$ cat config.mk
export PLATFORM = sky130hd
export DESIGN_NAME = protobuf_field_stream_parser
export DESIGN_NICKNAME = d
export VERILOG_FILES = /design/src/rtl/pfsp_pkg.sv /design/src/rtl/pfsp_step.sv /design/src/rtl/pfsp_out_reg.sv /design/src/rtl/protobuf_field_stream_parser.sv
export SDC_FILE = /design/constraint.sdc
export NUM_CORES = 1
export LEC_CHECK = 0
export BUFFER_PORTS_ARGS = -buffer_cell sky130_fd_sc_hd__buf_2
export CORE_UTILIZATION = 50
export CTS_CLUSTER_DIAMETER = 120
export DETAILED_ROUTE_END_ITERATION = 16
export PLACE_DENSITY = 0.78
export SYNTH_ARGS = -nofsm -noshare
export SYNTH_HDL_FRONTEND = slang
export SYNTH_SLANG_ARGS = --single-unit
$ cat constraint.sdc
create_clock -name clk -period 9.9 [get_ports clk]
set_input_delay 0.99 -clock clk [delete_from_list [all_inputs] [get_ports clk]]
set_output_delay 0.99 -clock clk [all_outputs]
set_load 0.005 [all_outputs]
$ cat src/rtl/pfsp_pkg.sv
`default_nettype none

package pfsp_pkg;

  // Parse phase of the byte walker
  typedef enum logic [2:0] {
    PH_SIZE,
    PH_KEY,
    PH_VARVAL,
    PH_FIXED,
    PH_LEN,
    PH_DATA,
    PH_IDLE
  } phase_t;

  // Result kinds
  typedef enum logic [2:0] {
    KIND_SIZE,
    KIND_SCALAR,
    KIND_BYTES_START,
    KIND_BYTES_DATA,
    KIND_CONTAINER,
    KIND_ERROR
  } kind_t;

  // Error codes
  typedef enum logic [1:0] {
    ERR_NONE,
    ERR_WIRE_TYPE,
    ERR_VARINT_LONG,
    ERR_FIELD_RANGE
  } err_t;

  // Wire types
  localparam logic [2:0] WT_VARINT  = 3'd0;
  localparam logic [2:0] WT_FIXED64 = 3'd1;
  localparam logic [2:0] WT_LEN     = 3'd2;
  localparam logic [2:0] WT_FIXED32 = 3'd5;

  localparam logic [31:0] CONTAINER_MARK = 32'hAABB;
  localparam int          ACC_BITS       = 64;
  localparam int          FIELD_BITS     = 29;
  localparam int          CNT_BITS       = 4;
  localparam logic [3:0]  VARINT_SLOTS   = 4'd10;
  localparam logic [3:0]  FIXED_SLOTS    = 4'd8;
  localparam logic [3:0]  FIXED32_BYTES  = 4'd4;
  localparam logic [3:0]  FIXED64_BYTES  = 4'd8;
  localparam logic [6:0]  VARINT_SHIFT   = 7'd7;

  typedef struct packed {
    kind_t                 kind;
    logic [FIELD_BITS-1:0] field_number;
    logic [2:0]            field_type;
    logic [ACC_BITS-1:0]   value;
    err_t                  error_code;
    logic                  message_end;
  } result_t;

endpackage

`default_nettype wire

$ cat src/rtl/pfsp_step.sv
`default_nettype none

module pfsp_step
  import pfsp_pkg::*;
#(
  parameter int MAX_VARINT_BYTES = 10,
  parameter int SIZE_BITS        = 16
) (
  input  wire logic       clk,
  input  wire logic       rst,
  input  wire logic       step,
  input  wire logic [7:0] in_byte,
  input  wire logic       msg_start,
  output logic            res_valid,
  output result_t         res
);

  phase_t                phase, phase_next;
  logic [ACC_BITS-1:0]   acc, acc_next;
  logic [CNT_BITS-1:0]   cnt, cnt_next;
  logic [FIELD_BITS-1:0] cur_field, cur_field_next;
  logic [2:0]            cur_wt, cur_wt_next;
  logic [SIZE_BITS-1:0]  rem, rem_next;
  logic [SIZE_BITS-1:0]  run, run_next;

  phase_t                ph_eff;
  logic [ACC_BITS-1:0]   acc_eff, acc_var, acc_fix;
  logic [CNT_BITS-1:0]   cnt_eff, cnt_inc;
  logic                  vdone, vlong, fix_done;
  logic [SIZE_BITS-1:0]  rem_dec, run_dec, sz, run_new;
  logic                  rem_zero, sz_marker, fn_big, wt_ok, len_lt;
  logic [2:0]            key_wt;

  // A message start aborts whatever parse is in progress
  assign ph_eff  = msg_start ? PH_SIZE : phase;
  assign acc_eff = msg_start ? '0 : acc;
  assign cnt_eff = msg_start ? '0 : cnt;
  assign cnt_inc = cnt_eff + 1'b1;

  // Fold the current byte into the varint or fixed accumulator
  assign acc_var = acc_eff | ((cnt_eff < VARINT_SLOTS)
                   ? (ACC_BITS'(in_byte[6:0]) << (7'(cnt_eff) * VARINT_SHIFT)) : '0);
  assign acc_fix = acc_eff | ((cnt_eff < FIXED_SLOTS)
                   ? (ACC_BITS'(in_byte) << {cnt_eff[2:0], 3'b000}) : '0);

  assign vdone    = !in_byte[7];
  assign vlong    = in_byte[7] && (cnt_inc >= CNT_BITS'(MAX_VARINT_BYTES));
  assign fix_done = cnt_inc >= ((cur_wt == WT_FIXED32) ? FIXED32_BYTES : FIXED64_BYTES);

  // Message and run byte budgets saturate at zero
  assign rem_dec  = (rem == '0) ? '0 : rem - 1'b1;
  assign run_dec  = (run == '0) ? '0 : run - 1'b1;
  assign rem_zero = (rem_dec == '0);

  assign sz        = acc_var[SIZE_BITS-1:0];
  assign sz_marker = (32'(sz) == CONTAINER_MARK);

  assign key_wt = acc_var[2:0];
  assign fn_big = |acc_var[ACC_BITS-1:32];
  assign wt_ok  = (key_wt == WT_VARINT) || (key_wt == WT_FIXED64) ||
                  (key_wt == WT_LEN) || (key_wt == WT_FIXED32);

  // Clip the run to what is left of the message
  assign len_lt  = (acc_var[ACC_BITS-1:SIZE_BITS] == '0) &&
                   (acc_var[SIZE_BITS-1:0] < rem_dec);
  assign run_new = len_lt ? acc_var[SIZE_BITS-1:0] : rem_dec;

  // Next state
  always_comb begin
    phase_next     = phase;
    acc_next       = acc;
    cnt_next       = cnt;
    cur_field_next = cur_field;
    cur_wt_next    = cur_wt;
    rem_next       = rem;
    run_next       = run;
    if (step) begin
      phase_next = ph_eff;
      acc_next   = acc_eff;
      cnt_next   = cnt_eff;
      case (ph_eff)
        PH_SIZE: begin
          acc_next = acc_var;
          cnt_next = cnt_inc;
          if (vlong) begin
            acc_next   = '0;
            cnt_next   = '0;
            rem_next   = '0;
            phase_next = PH_IDLE;
          end else if (vdone) begin
            acc_next = '0;
            cnt_next = '0;
            if (sz_marker) begin
              rem_next   = '0;
              phase_next = PH_IDLE;
            end else begin
              rem_next   = sz;
              phase_next = (sz == '0) ? PH_IDLE : PH_KEY;
            end
          end
        end
        PH_KEY: begin
          rem_next = rem_dec;
          acc_next = acc_var;
          cnt_next = cnt_inc;
          if (vlong || (vdone && (fn_big || !wt_ok))) begin
            acc_next   = '0;
            cnt_next   = '0;
            phase_next = PH_IDLE;
          end else if (vdone) begin
            acc_next       = '0;
            cnt_next       = '0;
            cur_field_next = acc_var[31:3];
            cur_wt_next    = key_wt;
            if (key_wt == WT_VARINT) begin
              phase_next = PH_VARVAL;
            end else if (key_wt == WT_LEN) begin
              phase_next = PH_LEN;
            end else begin
              phase_next = PH_FIXED;
            end
          end
        end
        PH_VARVAL: begin
          rem_next = rem_dec;
          acc_next = acc_var;
          cnt_next = cnt_inc;
          if (vlong) begin
            acc_next   = '0;
            cnt_next   = '0;
            phase_next = PH_IDLE;
          end else if (vdone) begin
            acc_next   = '0;
            cnt_next   = '0;
            phase_next = rem_zero ? PH_IDLE : PH_KEY;
          end
        end
        PH_FIXED: begin
          rem_next = rem_dec;
          acc_next = acc_fix;
          cnt_next = cnt_inc;
          if (fix_done) begin
            acc_next   = '0;
            cnt_next   = '0;
            phase_next = rem_zero ? PH_IDLE : PH_KEY;
          end
        end
        PH_LEN: begin
          rem_next = rem_dec;
          acc_next = acc_var;
          cnt_next = cnt_inc;
          if (vlong) begin
            acc_next   = '0;
            cnt_next   = '0;
            phase_next = PH_IDLE;
          end else if (vdone) begin
            acc_next = '0;
            cnt_next = '0;
            run_next = run_new;
            if (run_new == '0) begin
              phase_next = rem_zero ? PH_IDLE : PH_KEY;
            end else begin
              phase_next = PH_DATA;
            end
          end
        end
        PH_DATA: begin
          rem_next = rem_dec;
          run_next = run_dec;
          if (run_dec == '0) begin
            acc_next   = '0;
            cnt_next   = '0;
            phase_next = rem_zero ? PH_IDLE : PH_KEY;
          end
        end
        default: begin
          phase_next = PH_IDLE;
        end
      endcase
    end
  end

  // Result for the byte in hand
  always_comb begin
    res_valid = 1'b0;
    res       = '0;
    case (ph_eff)
      PH_SIZE: begin
        if (vlong) begin
          res_valid      = 1'b1;
          res.kind       = KIND_ERROR;
          res.error_code = ERR_VARINT_LONG;
        end else if (vdone) begin
          res_valid = 1'b1;
          res.value = ACC_BITS'(sz);
          if (sz_marker) begin
            res.kind = KIND_CONTAINER;
          end else begin
            res.kind        = KIND_SIZE;
            res.message_end = (sz == '0);
          end
        end
      end
      PH_KEY: begin
        res.kind        = KIND_ERROR;
        res.message_end = rem_zero;
        if (vlong) begin
          res_valid      = 1'b1;
          res.error_code = ERR_VARINT_LONG;
        end else if (vdone && fn_big) begin
          res_valid        = 1'b1;
          res.error_code   = ERR_FIELD_RANGE;
          res.field_number = acc_var[31:3];
          res.field_type   = key_wt;
        end else if (vdone && !wt_ok) begin
          res_valid        = 1'b1;
          res.error_code   = ERR_WIRE_TYPE;
          res.field_number = acc_var[31:3];
          res.field_type   = key_wt;
        end
      end
      PH_VARVAL: begin
        res.field_number = cur_field;
        res.field_type   = cur_wt;
        res.message_end  = rem_zero;
        if (vlong) begin
          res_valid      = 1'b1;
          res.kind       = KIND_ERROR;
          res.error_code = ERR_VARINT_LONG;
        end else if (vdone) begin
          res_valid = 1'b1;
          res.kind  = KIND_SCALAR;
          res.value = acc_var;
        end
      end
      PH_FIXED: begin
        res_valid        = fix_done;
        res.kind         = KIND_SCALAR;
        res.field_number = cur_field;
        res.field_type   = cur_wt;
        res.value        = acc_fix;
        res.message_end  = rem_zero;
      end
      PH_LEN: begin
        res.field_number = cur_field;
        res.field_type   = cur_wt;
        if (vlong) begin
          res_valid       = 1'b1;
          res.kind        = KIND_ERROR;
          res.error_code  = ERR_VARINT_LONG;
          res.message_end = rem_zero;
        end else if (vdone) begin
          res_valid       = 1'b1;
          res.kind        = KIND_BYTES_START;
          res.value       = acc_var;
          res.message_end = (run_new == '0) && rem_zero;
        end
      end
      PH_DATA: begin
        res_valid        = 1'b1;
        res.kind         = KIND_BYTES_DATA;
        res.field_number = cur_field;
        res.field_type   = cur_wt;
        res.value        = ACC_BITS'(in_byte);
        res.message_end  = (run_dec == '0) && rem_zero;
      end
      default: begin
        res_valid = 1'b0;
      end
    endcase
  end

  // Parse state registers
  always_ff @(posedge clk) begin
    if (rst) begin
      phase     <= PH_SIZE;
      acc       <= '0;
      cnt       <= '0;
      cur_field <= '0;
      cur_wt    <= '0;
      rem       <= '0;
      run       <= '0;
    end else begin
      phase     <= phase_next;
      acc       <= acc_next;
      cnt       <= cnt_next;
      cur_field <= cur_field_next;
      cur_wt    <= cur_wt_next;
      rem       <= rem_next;
      run       <= run_next;
    end
  end

  // A result that closes the message leaves the walker idle
  a_end_goes_idle: assert property (@(posedge clk) disable iff (rst)
    step && res_valid && res.message_end |=> phase == PH_IDLE)
    else $error("message end did not idle the parser");

  // Idle holds a clean accumulator
  a_idle_clean: assert property (@(posedge clk) disable iff (rst)
    phase == PH_IDLE |-> acc == '0 && cnt == '0)
    else $error("accumulator not cleared in idle");

  // A live run never outlasts the message
  a_run_bound: assert property (@(posedge clk) disable iff (rst)
    phase == PH_DATA |-> run != '0 && run <= rem)
    else $error("run budget exceeds message budget");

endmodule

`default_nettype wire

$ cat src/rtl/pfsp_out_reg.sv
`default_nettype none

module pfsp_out_reg
  import pfsp_pkg::*;
(
  input  wire logic     clk,
  input  wire logic     rst,
  input  wire logic     load,
  input  wire result_t  res_in,
  output logic          free,
  output logic          out_valid,
  input  wire logic     out_ready,
  output result_t       res_out
);

  // Slot can take a result when empty or draining this cycle
  assign free = !out_valid || out_ready;

  // Hold the valid flag
  always_ff @(posedge clk) begin
    if (rst) begin
      out_valid <= 1'b0;
    end else if (free) begin
      out_valid <= load;
    end
  end

  // Hold the payload until taken
  always_ff @(posedge clk) begin
    if (free && load) begin
      res_out <= res_in;
    end
  end

endmodule

`default_nettype wire

$ cat src/rtl/protobuf_field_stream_parser.sv
`default_nettype none

// Channel  | Handshake            | Payload
// ---------+----------------------+-------------------------------------------------
// input    | in_valid / in_ready  | in_byte, msg_start
// output   | out_valid / out_ready| kind, field_number, field_type, value,
//          |                      | error_code, message_end
//
// One byte per cycle sustained while the output has room; a request taken passes
// the input register, then the parse step into the result register, before its
// result reaches the output ports.
// The parse step on the registered byte sets the rate.
// Reset clears the parse state; the first byte after reset is a size header byte.
// A stalled output holds only bytes that produce a result; bytes with no
// result keep flowing while a result waits.

module protobuf_field_stream_parser
  import pfsp_pkg::*;
#(
  parameter int MAX_VARINT_BYTES = 10,
  parameter int SIZE_BITS        = 16
) (
  input  wire logic        clk,
  input  wire logic        rst,
  input  wire logic        in_valid,
  output logic             in_ready,
  input  wire logic [7:0]  in_byte,
  input  wire logic        msg_start,
  output logic             out_valid,
  input  wire logic        out_ready,
  output logic [2:0]       kind,
  output logic [28:0]      field_number,
  output logic [2:0]       field_type,
  output logic [63:0]      value,
  output logic [1:0]       error_code,
  output logic             message_end
);

  logic       s1_valid;
  logic [7:0] s1_byte;
  logic       s1_start;
  logic       advance;
  logic       res_valid;
  logic       out_free;
  result_t    res;
  result_t    out_res;

  // Move the registered byte on unless its result finds the output full
  assign advance  = s1_valid && (!res_valid || out_free);
  assign in_ready = !s1_valid || advance;

  // Input register
  always_ff @(posedge clk) begin
    if (rst) begin
      s1_valid <= 1'b0;
    end else if (in_ready) begin
      s1_valid <= in_valid;
    end
  end

  always_ff @(posedge clk) begin
    if (in_valid && in_ready) begin
      s1_byte  <= in_byte;
      s1_start <= msg_start;
    end
  end

  pfsp_step #(
    .MAX_VARINT_BYTES(MAX_VARINT_BYTES),
    .SIZE_BITS       (SIZE_BITS)
  ) u_step (
    .clk      (clk),
    .rst      (rst),
    .step     (advance),
    .in_byte  (s1_byte),
    .msg_start(s1_start),
    .res_valid(res_valid),
    .res      (res)
  );

  pfsp_out_reg u_out (
    .clk      (clk),
    .rst      (rst),
    .load     (advance && res_valid),
    .res_in   (res),
    .free     (out_free),
    .out_valid(out_valid),
    .out_ready(out_ready),
    .res_out  (out_res)
  );

  // Drive the result ports
  assign kind         = out_res.kind;
  assign field_number = out_res.field_number;
  assign field_type   = out_res.field_type;
  assign value        = out_res.value;
  assign error_code   = out_res.error_code;
  assign message_end  = out_res.message_end;

  // A blocked byte stays in the input register untouched
  a_s1_hold: assert property (@(posedge clk) disable iff (rst)
    s1_valid && !advance |=> s1_valid && $stable(s1_byte) && $stable(s1_start))
    else $error("input register lost a blocked request");

endmodule

`default_nettype wire
* Word level (Yosys, flattened, before mapping)
Index checks and enable logic that the tools add are counted.
Cells by class: muxes and demuxes 79, reductions and logical operators 44, eq/ne operators 13, shift-type cells 2, $lt $le $gt $ge 5, bitwise logic cells 4, add/sub/neg operators 3, multipliers 1
Operators by type and width (number):
- $mux W64 | 11
- $pmux W64 S4 | 2
- $mux W16 | 9
- $or A64 B64 Y64 | 2
- $logic_not A16 Y1 | 6
- $mux W32 | 3
- $mux W3 | 22
- $pmux W16 S2 | 2
- $pmux W32 S2 | 1
- $shl A7 B7 Y64 | 1
- $shl A8 B6 Y64 | 1
- $logic_not A48 Y1 | 1
- $pmux W3 S6 | 2
- $reduce_or A32 Y1 | 1
- $sub A16 B1 Y16 const B | 2
- $mux W4 | 7
- $eq A16 B16 Y1 const B | 1
- $lt A16 B16 Y1 | 1
- $pmux W4 S4 | 1
- $eq A3 B3 Y1 const B | 4
- $mux W1 | 12
- $logic_and A1 B1 Y1 | 11
- $eq A3 B2 Y1 const B | 3
- $logic_or A1 B1 Y1 | 8
- other kinds (21) | 37
Storage, ports and cells: output and inout port bits 104, register bits 248, bits of input ports 13

* Depth between registers and ports, before layout
depth in word-level cells 20, depth in mapped cells 22

* Cells and area by module
From an unflattened synthesis, not the netlist that was laid out.
Second synthesis, totals: cells, all modules 1662, area total of the unflattened synthesis 14437.6 µm²
By module, submodules not included:
- pfsp_step | cells each 1538, area an instance 10969.3 µm², seq. area each 2702.6 µm², instances 1
- pfsp_out_reg | cells each 107, area an instance 3118.0 µm², seq. area each 3083.0 µm², instances 1
- protobuf_field_stream_parser | cells each 17, area an instance 350.3 µm², seq. area each 290.3 µm², instances 1

* Worst setup path after synthesis
Ideal clock, no wire load.
path kind register to register, from register s1_start, to register u_out.res_out[0] in the netlist's numbering, enable pin, slack 2.834 ns, data arrival time 6.592 ns, required time 9.426 ns, library setup time 0.474 ns, stages on the path, launching flop included 19, path through edfxtp_1 -> buf_2 -> buf_6 -> buf_2 -> clkbuf_1 -> clkbuf_1 -> clkbuf_1 -> clkbuf_1 -> nor2b_1 -> ha_1 -> xor2_1 -> inv_1 -> ha_1 -> a311oi_1 -> o221a_2 -> and2_1 -> nand4_2 -> a21oi_2 -> and3_1
Between the ends: word-level cells in the longest chain between the ends 20, elaborated cells on any way between the ends 40
RTL lines:
- from (decl) | line protobuf_field_stream_parser.sv:41 | logic s1_start;
- from (signal assigned) | line protobuf_field_stream_parser.sv:64 | s1_start <= msg_start;
- $mux W4 | line pfsp_step.sv:37 | assign cnt_eff = msg_start ? '0 : cnt;
- $mul A4 B3 Y7 | line pfsp_step.sv:42 | ? (ACC_BITS'(in_byte[6:0]) << (7'(cnt_eff) * VARINT_SHIFT)) : '0);
- $shl A7 B7 Y64 | line pfsp_step.sv:42
- $mux W64 | line pfsp_step.sv:42
- $or A64 B64 Y64 | line pfsp_step.sv:41 | assign acc_var = acc_eff | ((cnt_eff < VARINT_SLOTS)
- $eq A3 B1 Y1 or $logic_not A3 Y1 (tied branches) | line pfsp_step.sv:60 | assign wt_ok = (key_wt == WT_VARINT) || (key_wt == WT_FIXED64) ||
- $logic_or A1 B1 Y1 (2 in series) | line pfsp_step.sv:60
- $logic_or A1 B1 Y1 | line pfsp_step.sv:61 | (key_wt == WT_LEN) || (key_wt == WT_FIXED32);
- [3 not listed]
- $mux W1 | line pfsp_step.sv:210 | end else if (vdone && fn_big) begin
- $mux W1 | line pfsp_step.sv:207 | if (vlong) begin
- $pmux W1 S4 * | line pfsp_step.sv:187 | case (ph_eff)
- $logic_not A1 Y1 | line protobuf_field_stream_parser.sv:49 | assign advance = s1_valid && (!res_valid || out_free);
- $logic_or A1 B1 Y1 | line protobuf_field_stream_parser.sv:49
- $logic_and A1 B1 Y1 | line protobuf_field_stream_parser.sv:49
- $logic_and A1 B1 Y1 * | line protobuf_field_stream_parser.sv:84 | .load (advance && res_valid),
- $logic_and A1 B1 Y1 * | line pfsp_out_reg.sv:30 | if (free && load) begin
- to (signal assigned) | line pfsp_out_reg.sv:31 | res_out <= res_in;
- to (decl) | line pfsp_out_reg.sv:13 | output result_t res_out
Mark *: on every way between the ends. The rest lies on a longest branch, timed or not. A chain may end at the register's enable or synchronous reset.

* Worst setup path in the final report
from register s1_start, to register u_out.res_out[75] in the netlist's numbering, enable pin
Same word-level chain as after synthesis.

==> results.sh <==
export IMPL_end_kind="flip-flop"
export IMPL_cts_tree="yes"
export IMPL_grt_pass1_vias=12700
export IMPL_ys_ff_latch=248
export IMPL_tns_ns=0
export IMPL_die_x_um=171
export IMPL_p_per_area_mw_per_mm2=166
export IMPL_grt_overflow=0
export IMPL_diodes=0
export IMPL_syn_area_mm2=0.0142
export IMPL_critPathLaunch="s1_start"
export IMPL_seqPwrFrac_pct=41.7
export IMPL_grt_usage_pct=31.0
export IMPL_critPathRequiredTime_ns=10.08
export IMPL_area_growth_pct=12.5
export IMPL_r2r_start="s1_start"
export IMPL_whs_ns=0.482
export IMPL_fmax_ghz=0.159
export IMPL_yosys_area_top_type_share_pct=23.4
export IMPL_setup_worst_path_class="reg2reg"
export IMPL_yosys_top_cells_area="edfxtp_1, dfxtp_1, o21ai_0"
export IMPL_synthCells=1688
export IMPL_layout_min_cycle_time_ns=6.31
export IMPL_coreArea_mm2=0.0279
export IMPL_yosysMostFrequentCell="nand2_1"
export IMPL_worst_slack_ns=3.59
export IMPL_status="finished clean"
export IMPL_cts_setup_buffers=0
export IMPL_floorplan_initialDensity_pct=51.0
export IMPL_clkPwrFrac_pct=42.6
export IMPL_htree_levels=1
export IMPL_grt_max_degree=78
export IMPL_finalPower_mw=2.65
export IMPL_p_comb_share_pct=15.8
export IMPL_antenna_found_initial=1
export IMPL_p_sw_share_pct=28.4
export IMPL_ys_flop_type="dfxtp_1"
export IMPL_via_count=14100
export IMPL_cellLeakagePower_nw=5.71
export IMPL_holdCritStartpoint="u_step.acc[54]"
export IMPL_wire_per_inst_um=21.6
export IMPL_cts_buffers_inserted=27
export IMPL_rsz0062_at_grt="false"
export IMPL_clkTransAtPathRegs_ns=0.07
export IMPL_finalWeightedCongestion=0.934
export IMPL_ctsResizeCount=0
export IMPL_ir_drop_mv=0.116
export IMPL_setup_viol_count_final=0
export IMPL_cap_violations=0
export IMPL_cts_hold_buf=0
export IMPL_io_pins=117
export IMPL_clock_sinks=248
export IMPL_worstPathMaxFanout=77
export IMPL_clock_path_buffers=3
export IMPL_wl_mm=45.7
export IMPL_drc_errors=0
export IMPL_drive_gt1_share_pct=13.7
export IMPL_firstDrtPassIters=8
export IMPL_finClkSkew_ns=0.0257
export IMPL_finalHoldViolCount=0
export IMPL_die_area_mm2=0.0292
export IMPL_yosys_area_top_type="edfxtp_1"
export IMPL_synth_commonest_cells="nand2_1, o21ai_0, a21oi_1, dfxtp_1, edfxtp_1"
export IMPL_synth_distinct_cells=90
export IMPL_num_nets_final=1754
export IMPL_async_flop_share_pct=0
export IMPL_antenna_left=0
export IMPL_grt_pass1_wl_mm=71.2
export IMPL_die_h_um=171
export IMPL_port_buffers=116
export IMPL_hpwl_mm=29.3
export IMPL_fin_cells=2121
export IMPL_avgSynthCellArea_um2=8.44
export IMPL_timing_final_crit_share_pct=63.7
export IMPL_syn_nets=1720
export IMPL_clockRootBuffer="clkbuf_16"
export IMPL_worst_pin_slew_ns=1.13
export IMPL_clock_latency_ns=0.56
export IMPL_hold_class="reg2reg"
export IMPL_p_int_mw=1.90
export IMPL_pre_cts_ws_ns=3.71
export IMPL_drtIter0Drc=2406
export IMPL_critPathLaunchType="flip-flop"
export IMPL_ys_seq_area_share_pct=42.6
export IMPL_power_switching_mw=0.753
export IMPL_maxSlewViolCount=0
export IMPL_viasPerCell=6.65
export IMPL_rows=61
export IMPL_max_slew_margin_rel_pct=23.9
export IMPL_synth_edff_count=111
export IMPL_post_place_cells=2071
export IMPL_cp_arrival_ns=6.49
export IMPL_yosysWarnings=0
[logic make-up (layout without fill, tap and decap cells)]
group,count (synthesis),in the layout,synth area share [%]
flip-flops,248,248,42.6
multiplexers,15,15,1.07
XOR/XNOR,10,10,0.615
AND/OR/NAND/NOR,543,543,19.0
buffers and inverters,200,255,5.81
AO/OA/AOI/OAI,653,653,29.2
adder cells (fa/ha/maj),19,19,1.67
[final cells by class]
cell class	count	area, um2
fillers	2450	11900
multi-input cells	1240	7420
flip-flops and latches	248	6080
repair buffers	156	883
clock buffers	28	679
well taps	378	473
clock inverters	22	310
inverters	49	184
[layout by cell type (no fill, tap or decap), drive strengths merged, types with 47 or more instances in the layout]
cell type / Yosys / final
nor2: 104 / 104
o21ai: 190 / 190
a21oi: 158 / 158
nand3: 57 / 57
a211oi: 47 / 47
buf: 44 / 156
dfxtp: 137 / 137
inv: 48 / 49
nand2: 188 / 188
edfxtp: 111 / 111
[path summary, 6_finish.rpt]
| path | cells after the start | slack, ns | to |
|---|---|---|---|
| worst min register to register | 2 | 0.48 | u_step.acc[54] |
| worst max-delay path | 14 | 3.59 | u_out.res_out[75] |
| worst min-delay path | 2 | 0.48 | u_step.acc[54] |
| worst max register to register | 14 | 3.59 | u_out.res_out[75] |
[critical path, stage by stage (launching register included)]
cell	delay (ns)
edfxtp_1	0.45
buf_4	0.64
nor2b_1	0.11
ha_1	0.29
xor2_1	0.33
inv_1	0.08
ha_1	0.33
a311o_1	0.56
nand2_1	0.23
a31oi_1	0.16
nand2b_1	0.31
a21oi_4	0.16
buf_4	0.72
and3_4	0.83
buf_4	0.62
[registers in the layout, summed over array words and instances, names as in the netlist]
signal / flops
s1_byte: 8
s1_start: 1
s1_valid: 1
u_out.out_valid: 1
u_out.res_out: 102
u_step.acc: 64
u_step.cnt: 4
u_step.cur_field: 29
u_step.cur_wt: 3
u_step.phase: 3
u_step.rem: 16
u_step.run: 16
[routing by layer]
metal  wire [um]  part of all wire [%]  GRT usage (%)
met1       18900                    41           43.7
met2       19300                    42           45.9
met3        5610                    12           6.08
met4        1900                   4.1           13.6
met5           0                     0              0
[per-stage QoR]
| step | cell area, um2 | utilization [%] |
|---|---|---|
| global route | 16000 | 57.4 |
| finish | 16000 | 57.4 |
| CTS | 16000 | 57.4 |
| detailed placement | 15000 | 53.8 |
| global placement | 15000 | 53.8 |
| floorplan | 14200 | - |
[power by group through the flow]
stage               registers [mW]  logic (mW)  clock network, mW
global placement              1.13       0.395                  0
global route                  1.11       0.446               1.17
floorplan                     1.12       0.288                  0
finish                        1.10       0.418               1.13
detailed placement            1.13       0.399                  0
CTS                           1.10       0.402               1.14
Note: power is estimated with default switching activity, not from simulation.
